**src/design/alle_pkg.sv**
```systemverilog
// Shared types and codes for the array linked list engine.
package alle_pkg;

  // Operation codes carried in the mode field
  localparam logic [1:0] MODE_AFTER = 2'd0;
  localparam logic [1:0] MODE_TAIL  = 2'd1;
  localparam logic [1:0] MODE_MATCH = 2'd2;
  localparam logic [1:0] MODE_READ  = 2'd3;

  // Result status codes
  localparam logic [1:0] ST_OK     = 2'd0;
  localparam logic [1:0] ST_FULL   = 2'd1;
  localparam logic [1:0] ST_BADPOS = 2'd2;

  // Command word
  typedef struct packed {
    logic [1:0]        mode;
    logic [9:0]        position;
    logic signed [31:0] match_value;
    logic signed [31:0] new_value;
  } alle_in_t;

  // Result word
  typedef struct packed {
    logic [1:0]        status;
    logic [9:0]        new_node;
    logic              match_found;
    logic signed [31:0] node_value;
    logic [9:0]        node_next;
  } alle_out_t;

  // Controller to datapath commands
  typedef struct packed {
    logic load;      // capture the command word
    logic decode;    // register the status code
    logic ptr_init;  // set the list pointer from the mode
    logic rd;        // read both node memories at the pointer
    logic step;      // advance the pointer along the link just read
    logic found;     // mark a value match
    logic wr_new;    // write the new node
    logic wr_prev;   // relink the predecessor or head, update tail and count
  } alle_cmd_t;

  // Datapath to controller status
  typedef struct packed {
    logic [1:0] mode;
    logic       err;
    logic       ptr_zero;
    logic       match;
  } alle_sts_t;

endpackage

```
**src/design/alle_ctrl.sv**
```systemverilog
// Sequencing state machine for the list engine.
module alle_ctrl import alle_pkg::*; (
  input  logic      clk_i,
  input  logic      rst_ni,
  input  logic      start,
  output logic      busy,
  output logic      done_o,
  input  alle_sts_t sts_i,
  output alle_cmd_t cmd_o
);

  typedef enum logic [6:0] {
    S_IDLE    = 7'b0000001,
    S_DECODE  = 7'b0000010,
    S_READ    = 7'b0000100,
    S_CMP     = 7'b0001000,
    S_WR_NEW  = 7'b0010000,
    S_WR_PREV = 7'b0100000,
    S_RESP    = 7'b1000000
  } state_e;

  state_e state_q, state_d;

  // next state and datapath commands
  always_comb begin
    state_d = state_q;
    cmd_o   = '0;
    unique case (state_q)
      S_IDLE: begin
        if (start) begin
          cmd_o.load = 1'b1;
          state_d    = S_DECODE;
        end
      end
      S_DECODE: begin
        cmd_o.decode = 1'b1;
        if (sts_i.err) begin
          state_d = S_RESP;
        end else begin
          cmd_o.ptr_init = 1'b1;
          state_d        = S_READ;
        end
      end
      S_READ: begin
        // end of list in a search: insert at front
        if (sts_i.mode == MODE_MATCH && sts_i.ptr_zero) begin
          state_d = S_WR_NEW;
        end else begin
          cmd_o.rd = 1'b1;
          unique case (sts_i.mode)
            MODE_READ:  state_d = S_RESP;
            MODE_MATCH: state_d = S_CMP;
            default:    state_d = S_WR_NEW;
          endcase
        end
      end
      S_CMP: begin
        if (sts_i.match) begin
          cmd_o.found = 1'b1;
          state_d     = S_WR_NEW;
        end else begin
          cmd_o.step = 1'b1;
          state_d    = S_READ;
        end
      end
      S_WR_NEW: begin
        cmd_o.wr_new = 1'b1;
        state_d      = S_WR_PREV;
      end
      S_WR_PREV: begin
        cmd_o.wr_prev = 1'b1;
        state_d       = S_RESP;
      end
      S_RESP: begin
        state_d = S_IDLE;
      end
      default: begin
        state_d = S_IDLE;
      end
    endcase
  end

  always_ff @(posedge clk_i or negedge rst_ni) begin
    if (!rst_ni) begin
      state_q <= S_IDLE;
    end else begin
      state_q <= state_d;
    end
  end

  assign busy   = state_q != S_IDLE;
  assign done_o = state_q == S_RESP;

  a_onehot: assert property (@(posedge clk_i) disable iff (!rst_ni)
    $onehot(state_q)) else $error("state register not one-hot");

  a_accept: assert property (@(posedge clk_i) disable iff (!rst_ni)
    (start && !busy) |=> state_q == S_DECODE) else $error("word accepted but not decoded");

  a_single_done: assert property (@(posedge clk_i) disable iff (!rst_ni)
    done_o |=> !done_o && !busy) else $error("result strobe longer than one cycle");

endmodule

```
**config.mk**
```make
export PLATFORM = sky130hd
export DESIGN_NAME = alle_ctrl
export DESIGN_NICKNAME = d
export VERILOG_FILES = /design/src/design/alle_pkg.sv /design/src/design/alle_ctrl.sv
export SDC_FILE = /design/constraint.sdc
export NUM_CORES = 1
export LEC_CHECK = 0
export ABC_CLOCK_PERIOD_IN_PS = 1390
export CORE_AREA = 10 10 48 50
export CTS_BUF_LIST = sky130_fd_sc_hd__clkbuf_4
export DETAILED_ROUTE_END_ITERATION = 10
export DIE_AREA = 0 0 58 60
export DONT_BUFFER_PORTS = 1
export HOLD_SLACK_MARGIN = 0.03
export PLACE_DENSITY = 0.5
export SLEW_MARGIN = 10
export SYNTH_ARGS = -nofsm -noshare
export SYNTH_HDL_FRONTEND = slang
export SYNTH_SLANG_ARGS = --single-unit
```
**constraint.sdc**
```tcl
create_clock -name clk_i -period 1.39 [get_ports clk_i]
set_clock_uncertainty 0.15 [all_clocks]
set_input_delay 0.139 -clock clk_i [delete_from_list [all_inputs] [get_ports clk_i]]
set_output_delay 0.139 -clock clk_i [all_outputs]
set_load 0.02 [all_outputs]
```
Word level (Yosys, flattened, before mapping)

Index checks and enable logic that the tools add are counted.

Equality and inequality tests: 11
Muxes and demuxes: 17
Reductions and logical operators: 1

Operator list:

| cell                 | count |
|---|---|
| $pmux W7 S6          | 1 |
| $mux W7              | 3 |
| $pmux W7 S2          | 1 |
| $mux W1              | 9 |
| $eq A7 B1 Y1 const B | 1 |
| $eq A7 B2 Y1 const B | 1 |
| $eq A7 B3 Y1 const B | 1 |
| $eq A7 B4 Y1 const B | 1 |
| $eq A7 B5 Y1 const B | 1 |
| $eq A7 B6 Y1 const B | 1 |
| $eq A7 B7 Y1 const B | 1 |
| $ne A7 B1 Y1 const B | 1 |
| $mux W5              | 1 |
| $eq A2 B2 Y1 const B | 2 |
| $mux W2              | 2 |
| $ne A2 B2 Y1 const B | 1 |
| $logic_and A1 B1 Y1  | 1 |

Output and inout port bits: 10
Bits in registers: 7
Word-level logic and storage cells: 30
Input port bits: 8

Logic depth before layout (Yosys ltp)

Gate-level depths: netlist (run 1).

Depth after elaboration: 4
Gate-level depth with buffers: 3
Gate-level depth less buffers: 3

Worst setup path after synthesis (run 1)

Ideal clock, no wire load.

Kind: register to register
From: register state_q[1]
To: register state_q[0]
Required time: 1.131 ns
Setup slack: -0.196 ns
Arrival: 1.327 ns
Clock period less this slack: 1.586 ns
Setup time: 0.109 ns
Buffers on the path: 0
Stages on the path, launching flop included: 4
Cell sequence: dfrtp_1 > or3_4 > nor4_2 > a211oi_1

Cells in the longest elaborated chain, start to end: 2
Elaborated cells on any way between the ends: 8
Classes of those cells: 7 x eq/ne; 1 x mux

Ends and longest elaborated chain:

| element                                            | RTL line        | source |
|---|---|---|
| start: declaration                                 | alle_ctrl.sv:22 | `state_e state_q, state_d;` |
| start signal: assignment                           | alle_ctrl.sv:87 | `state_q <= state_d;` |
| $eq A7 B6 Y1, or another cell as far along         | alle_ctrl.sv:28 | `unique case (state_q)` |
| $pmux W7 S6 / $ne A2 B2 Y1 (equally long branches) | -               |  |

Parallel ways exist; a longest one is shown, timed or not.
A chain may end at the register's enable or synchronous reset.

==> results of run 1 <==
cell families after synthesis:
family	synth area share, %
AOI/OAI and AO/OA	11.3
DFF	38.8
xor gates and xnor gates	1.93
and+or+nand+nor	43.8
buffers and inverters	4.13
cell usage after synthesis (all sizes together):
cell    number  share of area [%]
nor2b        1                1.4
nand3b       1                1.7
xor2         1                1.9
nor4b        2                6.6
dfstp        1                5.8
nor3         4                8.0
o22ai        2                2.8
a31oi        1                1.4
nor2         6                5.0
a221o        1                2.2
o211ai       1                1.7
nand3        2                2.2
nor4         2                4.1
a211oi       1                1.7
a21boi       1                1.7
nand4b       3                7.2
or2          1                1.4
inv          5                4.1
and4b        1                2.2
dfrtp        6                 33
nand2        2                1.7
or3          1                2.5
layer usage:
| metal | global-route usage (%) | vias up |
|---|---|---|
| met3 | 4.03 | 2 |
| met1 | 8.42 | 242 |
| met2 | 15.3 | 13 |
| li1 | - | 245 |
| met5 | 0 | - |
| met4 | 2.01 | 0 |
area by class of cell:
| type | instances | area [um^2] |
|---|---|---|
| fillers | 119 | 558 |
| multi-input cells | 34 | 370 |
| repair buffers | 31 | 258 |
| flip-flops and latches | 7 | 181 |
| clock buffers | 4 | 30.0 |
| well taps | 16 | 20.0 |
| inverters | 5 | 18.8 |
power by group through the flow:
stage               clock network [W]  logic [W]  registers, W
floorplan                           0   0.000285      0.000297
global placement                    0   0.000430      0.000290
detailed placement                  0   0.000444      0.000295
CTS                          0.000202   0.000549      0.000291
global route                 0.000218   0.000726      0.000307
finish                       0.000193   0.000676      0.000301
stage by stage:
stage	util, %	power (W)	TNS, ns	worst slack [ns]
2_1_floorplan	-	0.000583	-0.179	-0.0578
3_3_place_gp	43.8	0.000720	-0.684	-0.0801
3_5_place_dp	43.8	0.000740	-0.980	-0.112
4_1_cts	54.4	0.00104	-3.30	-0.356
5_1_grt	61.1	0.00125	-4.55	-0.422
6_report	61.1	0.00117	-3.44	-0.365
worst min-delay path by stage:
stage                        endpoint  slack (ns)
3_5_place_dp   state_q[1]$_DFFE_PN0P_       -0.31
5_1_grt        state_q[1]$_DFFE_PN0P_       -0.01
3_3_place_gp   state_q[1]$_DFFE_PN0P_       -0.31
2_1_floorplan  state_q[1]$_DFFE_PN0P_       -0.31
6_report       state_q[1]$_DFFE_PN0P_       -0.01
4_1_cts        state_q[1]$_DFFE_PN0P_       -0.01
worst max-delay path, stage by stage, from the launching register on:
cell     delay [ns]
dfrtp_2        0.43
or3_4          0.45
nor4_4         0.16
buf_4          0.19
timing repair:
item	in CTS	in global routing
hold endpoints to repair	12	2
pin swaps	5	6
hold buffers	6	1
endpoints found under the setup margin	15	17
gates resized for setup	8	16
buffers inserted	4	4
cloned	0	0
==> flow_metrics.tcl, run 1 <==
set metrics [dict create \
    grt_overflow 0 \
    drtAntennaViolNets 0 \
    coreArea_um2 1440 \
    finish.instance_area_um2 878 \
    status "finished with violations" \
    rsz0062_at_grt "true" \
    diodes 0 \
    vias 502 \
    slew_headroom_pct 79.6 \
    p_sw_share_pct 38.9 \
    clkPwrFrac_pct 16.5 \
    routabilityCongestion 0.835 \
    ys_ff_latch 7 \
    setup_slack_ns -0.365 \
    clock_path_buffers 2 \
    tritoncts "yes" \
    clock-sinks 7 \
    min_path_cells 2 \
    hold_path.class "in -> reg" \
    r2r_slack_ns -0.10 \
    root_buffer "clkbuf_4" \
    io_pins 18 \
    wl_met1_um 548 \
    dr.pass1.iters 3 \
    ir_drop_mv 0.838 \
    nNetsFinal 90 \
    synth_seq_area_share_pct 38.8 \
    syn_area_um2 454 \
    dp_cells 78 \
    grt_max_degree 8 \
    layout.cells.non_filler 97 \
    start_kind "register" \
    holdWs_ns -0.0100 \
    most-common-layout-cells "buf_4, dlygate4sd3_1, clkbuf_4, dfrtp_2, inv_1" \
    port-buffer-count 0 \
    end_kind "primary output" \
    worstRegToRegCells 6 \
    met2_length_um 861 \
    intPower_w 0.000715 \
    die_area_um2 3480 \
    grt_pass1_wl_um 2390 \
    area_growth_pct 93.4 \
    antenna_found_initial 0 \
    dpl_cell_area_um2 629 \
    highest_layer "met4" \
    violations "negative hold slack, negative setup slack" \
    drive_gt1_share_pct 70.4 \
    holdCritStartpoint "start" \
    synth_cell_types 26 \
    syn_area_per_cell_um2 9.87 \
    crit_start "state_q[5]$_DFFE_PN0P_" \
    max_freq_ghz 0.570 \
    clk_pin_slew_ns 0.05 \
    tightest_slew_ns 0.306 \
    p_sw_w 0.000455 \
    cts_max_level 1 \
    wl_met3_um 122 \
    mappedNetlistNets 54 \
    p_comb_share_pct 57.8 \
    drc 0 \
    routedWlPerCell_um 16.0 \
    die_y_um 60 \
    slew_viol_final 0 \
    synth_warnings 0 \
    start_util_pct 31.6 \
    postRouteWirelength_um 1550 \
    r2r_end "state_q[6]$_DFFE_PN0P_" \
    p_per_area_nw_per_um2 1330 \
    synthCells 46 \
    p_leak_nw 0.405 \
    maxCapViolCount 0 \
    dieWidth_um 58 \
    drt_iter0_markers 3 \
    clock_latency_ns 0.24 \
    cts_made_buffers 3 \
    largest_reg_flops 7 \
    top_regs "state_q (7)" \
    viasPerCell 5.18 \
    crit_type "reg -> out" \
    hold_viol 1 \
    largest-register "state_q" \
    crit_end "cmd_o[1]" \
    worstPathArrival_ns 1.47 \
    setup_viol 17 \
    finalCriticalPeriod_ns 1.75 \
    worstPathRequired_ns 1.10 \
    period_share_pct 126 \
    dp_hpwl_um 1050 \
    grt_pass1_vias 518 \
    grt_usage_pct 8.42 \
    critPathMaxFanout 4 \
    pwr-share-seq_pct 25.7 \
    rows 14 \
    reg2reg_from "state_q[0]$_DFFE_PN1P_" \
    final_common_cell "buf_4" \
]
No activity file was read; power rests on OpenSTA's default activity.
==> run 2, diff against run 1 <==
--- a/config.mk
+++ b/config.mk
@@ -13,6 +13,7 @@
 export DONT_BUFFER_PORTS = 1
 export HOLD_SLACK_MARGIN = 0.03
 export PLACE_DENSITY = 0.5
+export SETUP_SLACK_MARGIN = 0.3
 export SLEW_MARGIN = 10
 export SYNTH_ARGS = -nofsm -noshare
 export SYNTH_HDL_FRONTEND = slang
==> run 2 against run 1 <==
  * The run ends with negative setup slack left
  * Worst hold slack gained 0.046 ns
  * Design area grew 6.4%
  * Power grew 11%
  * Routed wire length grew 16%
  * Fmax shrank 1.3%
  * Critical path depth is the same
  * Register-to-register slack lost 0.13 ns
  * Utilization grew 3.9 points
  * Worst setup slack lost 0.024 ns
  * Via count grew 5.4%
  * Sequential cell count is the same
  * Largest cell class unchanged
  * Largest power group unchanged
  * Highest routed layer unchanged
==> flow_metrics.tcl, run 2 (synthesized netlist as in run 1, its figures left out) <==
set metrics [dict create \
    dp_hpwl_um 1120 \
    slew_viol_final 0 \
    crit_type "reg -> out" \
    routedWlPerCell_um 18.1 \
    worstPathRequired_ns 1.10 \
    clock_latency_ns 0.24 \
    die_y_um 60 \
    place_ws_ns -0.122 \
    dr.pass1.iters 4 \
    drive_gt1_share_pct 69.9 \
    drtAntennaViolNets 0 \
    port-buffer-count 0 \
    vias 529 \
    crit_end "cmd_o[7]" \
    crit_start "state_q[5]$_DFFE_PN0P_" \
    critPathMaxFanout 4 \
    ff_latch_area_um2 179 \
    ctsHoldBuffers 6 \
    reg2reg_from "state_q[4]$_DFFE_PN0P_" \
    max_freq_ghz 0.562 \
    tritoncts "yes" \
    drt_iter0_markers 9 \
    end_kind "primary output" \
    p_per_area_nw_per_um2 1380 \
    cts_max_level 1 \
    drc 0 \
    maxCapViolCount 0 \
    routabilityCongestion 0.771 \
    root_buffer "clkbuf_4" \
    cts_made_buffers 3 \
    largest-register "state_q" \
    fillerInstances 113 \
    violations "negative setup slack" \
    clock_path_buffers 2 \
    grt_usage_pct 9.97 \
    finalCriticalPeriod_ns 1.78 \
    period_share_pct 128 \
    most-common-layout-cells "buf_4, buf_6, dlygate4sd3_1" \
    start_util_pct 31.6 \
    setup_slack_ns -0.389 \
    clk_pin_slew_ns 0.05 \
    status "finished with violations" \
    slew_headroom_pct 79.3 \
    multiInputGateArea_um2 388 \
    area_growth_pct 106 \
    p_leak_nw 0.440 \
    top_regs "state_q (7)" \
    final_common_cell "buf_4" \
    hold_path.class "in -> reg" \
    rsz0062_at_grt "true" \
    final_core_util_pct 65.1 \
    hold_viol 0 \
    nNetsFinal 92 \
    diodes 0 \
    clock-sinks 7 \
    viasPerCell 5.34 \
    coreArea_um2 1440 \
    ir_drop_mv 0.705 \
    postRouteWirelength_um 1790 \
    setup_viol 17 \
    antenna_found_initial 0 \
    rows 14 \
    dieWidth_um 58 \
    worstPathArrival_ns 1.49 \
    r2r_slack_ns -0.23 \
    grt_overflow 0 \
    grt_pass1_vias 584 \
    die_area_um2 3480 \
    start_kind "register" \
    io_pins 18 \
    grt_max_degree 8 \
    r2r_end "state_q[3]$_DFFE_PN0P_" \
    tightest_slew_ns 0.310 \
    worstRegToRegCells 6 \
    grt_pass1_wl_um 2760 \
    min_path_cells 2 \
    largest_reg_flops 7 \
]
[run 2: changes by cell type in the layout (fill, tap and decap cells not counted), sizes merged]
cell         before  now
dlygate4sd3       7    6
buf              24   27
[run 2: metal layers]
layer	global-route usage, %	share of wire [%]	wire (um)
met1	8.80	34	603
met2	19.9	55	991
met5	0	0	0
met3	3.60	6.3	112
met4	3.69	4.7	85
[run 2: report_power, final]
group          switching, W  internal, W
clock network     0.0000706     0.000129
logic              0.000394     0.000399
registers         0.0000551     0.000247
total              0.000520     0.000774
[run 2: through the flow]
stage | instances | hold WS (ns) | total power, W | area [um^2] | setup TNS (ns)
final | 99 | 0.0359 | 0.00129 | 935 | -4.27
after global routing | 99 | 0.0262 | 0.00136 | 935 | -5.30
after CTS | 92 | 0.0214 | 0.00113 | 838 | -3.80
after detailed placement | 76 | -0.306 | 0.000750 | 621 | -1.06
after global placement | 76 | -0.306 | 0.000727 | 621 | -0.604
after floorplan | 46 | -0.307 | 0.000588 | 495 | -0.179
[run 2: layout make-up]
cell class / count / area share (%)
Multi-Input combinational cell: 34 / 41.5
Timing Repair Buffer: 33 / 31.7
Sequential cell: 7 / 19.1
Clock buffer: 4 / 3.21
Inverter: 5 / 2.28
Tap cell: 16 / 2.14
[run 2: worst min path at each step]
stage	start	endpoint	slack (ns)
final	start	state_q[1]$_DFFE_PN0P_	0.04
after global routing	start	state_q[1]$_DFFE_PN0P_	0.03
after detailed placement	rst_ni	state_q[4]$_DFFE_PN0P_	-0.31
after CTS	start	state_q[1]$_DFFE_PN0P_	0.02
after global placement	rst_ni	state_q[1]$_DFFE_PN0P_	-0.31
after floorplan	rst_ni	state_q[1]$_DFFE_PN0P_	-0.31
[run 2: critical path, cell delays in order, from the launching register on]
cell     delay (ns)
dfrtp_2        0.45
or3_4          0.43
nor3_4         0.22
buf_6          0.14
[run 2: timing repair]
item                       4_1_cts  5_1_grt
hold endpoints to repair        12        1
resized for setup               16       12
buffers inserted                 6        7
setup endpoints to repair       17       17
pin swaps                        4       10
==> run 3, diff against run 2 <==
--- a/config.mk
+++ b/config.mk
@@ -5,14 +5,16 @@
 export SDC_FILE = /design/constraint.sdc
 export NUM_CORES = 1
 export LEC_CHECK = 0
+export ABC_AREA = 1
 export ABC_CLOCK_PERIOD_IN_PS = 1390
-export CORE_AREA = 10 10 48 50
+export CORE_AREA = 10 10 50 52
 export CTS_BUF_LIST = sky130_fd_sc_hd__clkbuf_4
 export DETAILED_ROUTE_END_ITERATION = 10
-export DIE_AREA = 0 0 58 60
+export DIE_AREA = 0 0 60 62
 export DONT_BUFFER_PORTS = 1
 export HOLD_SLACK_MARGIN = 0.03
 export PLACE_DENSITY = 0.5
+export REMOVE_ABC_BUFFERS = 1
 export SETUP_SLACK_MARGIN = 0.3
 export SLEW_MARGIN = 10
 export SYNTH_ARGS = -nofsm -noshare
==> run 3 against run 2 <==
  * The run ends with negative hold slack, negative setup slack left
  * Worst hold slack lost 0.17 ns
  * Synthesized cell count grew 39%
  * Combinational power shrank 16%
  * Count of clock-buffer cells in the layout is the same
  * Sequential cell count is the same
  * Critical path depth grew 4
  * Synthesized area grew 12%
  * Global-route usage shrank 2.3 points
  * Critical endpoint unchanged
  * Largest cell class unchanged
==> flow_metrics.tcl, run 3 <==
set metrics [dict create \
    status "finished with violations" \
    violations "negative hold slack, negative setup slack" \
    port-buffer-count 0 \
    holdWs_ns -0.134 \
    finalCriticalPeriod_ns 1.71 \
    nNetsFinal 102 \
    drtAntennaViolNets 0 \
    synth_seq_area_share_pct 34.6 \
    coreArea_um2 1610 \
    hold_path.class "in -> reg" \
    maxCapViolCount 0 \
    largest_reg_flops 7 \
    grt_usage_pct 7.72 \
    p_sw_share_pct 41.3 \
    root_buffer "clkbuf_4" \
    worstPathArrival_ns 1.42 \
    setup_slack_ns -0.322 \
    reg2reg_from "state_q[0]$_DFFE_PN1P_" \
    p_per_area_nw_per_um2 1380 \
    rows 15 \
    clock_path_buffers 2 \
    diodes 0 \
    start_util_pct 31.6 \
    period_share_pct 123 \
    ys.flop_type "dfrtp_1" \
    p_sw_w 0.000491 \
    slew_viol_final 0 \
    postRouteWirelength_um 1280 \
    dieWidth_um 60 \
    tritoncts "yes" \
    die_area_um2 3720 \
    worstPathRequired_ns 1.10 \
    cts_max_level 1 \
    top_regs "state_q (7)" \
    synth_top_area_cell "dfrtp_1" \
    drc 0 \
    synth_warnings 0 \
    slowest_delay_ns 0.57 \
    async_flop_share_pct 100 \
    synth_cell_types 19 \
    dp_hpwl_um 967 \
    routedWlPerCell_um 11.6 \
    start_kind "register" \
    drive_gt1_share_pct 62.4 \
    critPathMaxFanout 3 \
    synth-edff-count 0 \
    crit_chain "inv_2, nor2_1, nand2_1, nor2_4, inv_2, nor2_1, buf_4" \
    most-common-layout-cells "buf_4, nor2_1, nor2_4" \
    ys_ff_latch 7 \
    end_kind "primary output" \
    layout.cells.non_filler 110 \
    clock_latency_ns 0.27 \
    crit_type "reg -> out" \
    ir_drop_mv 0.486 \
    dr.pass1.iters 2 \
    die_y_um 62 \
    intPower_w 0.000699 \
    pwr-share-seq_pct 25.0 \
    cp_top_family "flip-flops" \
    vias 486 \
    synth_top_cell_area_share_pct 29.5 \
    r2r_end "state_q[0]$_DFFE_PN1P_" \
    area_growth_pct 69.3 \
    r2r_slack_ns -0.13 \
    cts_made_buffers 3 \
    rsz0062_at_grt "true" \
    yosys-top-cells-area "dfrtp_1, nor2_4, inv_1, nor2_1, nand2_1" \
    grt_pass1_wl_um 2230 \
    syn_area_um2 509 \
    final_common_cell "buf_4" \
    slew_headroom_pct 75.7 \
    worstRegToRegCells 10 \
    dp_cells 93 \
    largest-register "state_q" \
    grt_overflow 0 \
    min_path_cells 3 \
    holdCritStartpoint "start" \
    synth_commonest_cells "inv_1, nor2_1, nand2_1" \
    grt_max_degree 8 \
    ctsHoldBuffers 5 \
    drt_iter0_markers 7 \
    clock-sinks 7 \
    max_freq_ghz 0.584 \
    p_comb_share_pct 56.2 \
    routabilityCongestion 0.737 \
    yosysMostFrequentCell "inv_1" \
    clkPwrFrac_pct 18.9 \
    tightest_slew_ns 0.364 \
    worst-path-buf-inv 3 \
    setup_viol 13 \
    syn_area_per_cell_um2 7.96 \
    hold_viol 3 \
    fillerInstances 147 \
    io_pins 18 \
    antenna_found_initial 0 \
    holdPathEnd "state_q[0]$_DFFE_PN1P_" \
    cp.depth 7 \
    viasPerCell 4.42 \
    clk_pin_slew_ns 0.07 \
    p_leak_nw 0.413 \
    synthCells 64 \
    cp_slowest_cell "dfstp_2" \
    grt_pass1_vias 531 \
]
-- run 3: what timing repair did --
| action | CTS | global route |
|---|---|---|
| hold endpoints to repair | 13 | 3 |
| resized for setup | 17 | 6 |
| pin swaps | 6 | 4 |
| setup endpoints to repair | 16 | 17 |
| setup buffers | 5 | 3 |
-- run 3: worst min-delay path, stage by stage --
cell and delay (ns):
inv_1 0.04, nand2_1 0.06, nand2_1 0.05
-- run 3: cell type report --
| cell class | instances | area [um^2] | area share [%] |
|---|---|---|---|
| multi-input combinational | 44 | 342 | 39.6 |
| clock buffer | 4 | 30.0 | 3.48 |
| sequential | 7 | 178 | 20.6 |
| inverter | 13 | 51.3 | 5.95 |
| timing repair buffer | 25 | 240 | 27.9 |
| tap | 17 | 21.3 | 2.47 |
-- run 3: routing by layer --
layer  GRT usage, %  share of wire (%)  vias to the layer above
li1               -                  -                      253
met1           8.59                 42                      215
met2           11.9                 48                       15
met3           2.03                7.2                        3
met4           6.73                2.5                        0
met5              0                  0                        -
-- run 3: power groups by stage --
stage / registers (W) / logic (W) / clock network (W)
finish: 0.000297 / 0.000668 / 0.000225
global route: 0.000303 / 0.000729 / 0.000243
detailed placement: 0.000297 / 0.000534 / 0
global placement: 0.000295 / 0.000531 / 0
CTS: 0.000295 / 0.000633 / 0.000221
floorplan: 0.000291 / 0.000341 / 0
-- run 3: logic make-up (layout without fill, tap and decap cells) --
group,Yosys count,in the layout,synth area share [%]
and+or+nand+nor,40,40,50.4
DFF,7,7,34.6
AOI/OAI and AO/OA,4,4,5.40
buffers and inverters,13,42,9.58
-- run 3: worst max path at each step --
stage | startpoint | to | slack [ns]
2_1_floorplan | state_q[2]$_DFFE_PN0P_ | done_o | -0.17
3_3_place_gp | state_q[0]$_DFFE_PN1P_ | cmd_o[7] | -0.003
3_5_place_dp | state_q[0]$_DFFE_PN1P_ | cmd_o[7] | -0.01
4_1_cts | state_q[0]$_DFFE_PN1P_ | cmd_o[7] | -0.30
5_1_grt | state_q[0]$_DFFE_PN1P_ | cmd_o[7] | -0.39
6_report | state_q[0]$_DFFE_PN1P_ | cmd_o[7] | -0.32
-- run 3: per-stage QoR --
stage / TNS [ns] / setup WS, ns / instance area [um^2] / power [W] / util, %
final: -2.50 / -0.322 / 862 / 0.00119 / 53.4
after CTS: -2.26 / -0.296 / 825 / 0.00115 / 51.1
after global routing: -3.51 / -0.391 / 862 / 0.00127 / 53.4
after global placement: -0.00290 / -0.00290 / 646 / 0.000826 / 40.0
after detailed placement: -0.0135 / -0.0135 / 646 / 0.000831 / 40.0
after floorplan: -0.294 / -0.169 / 509 / 0.000632 / -
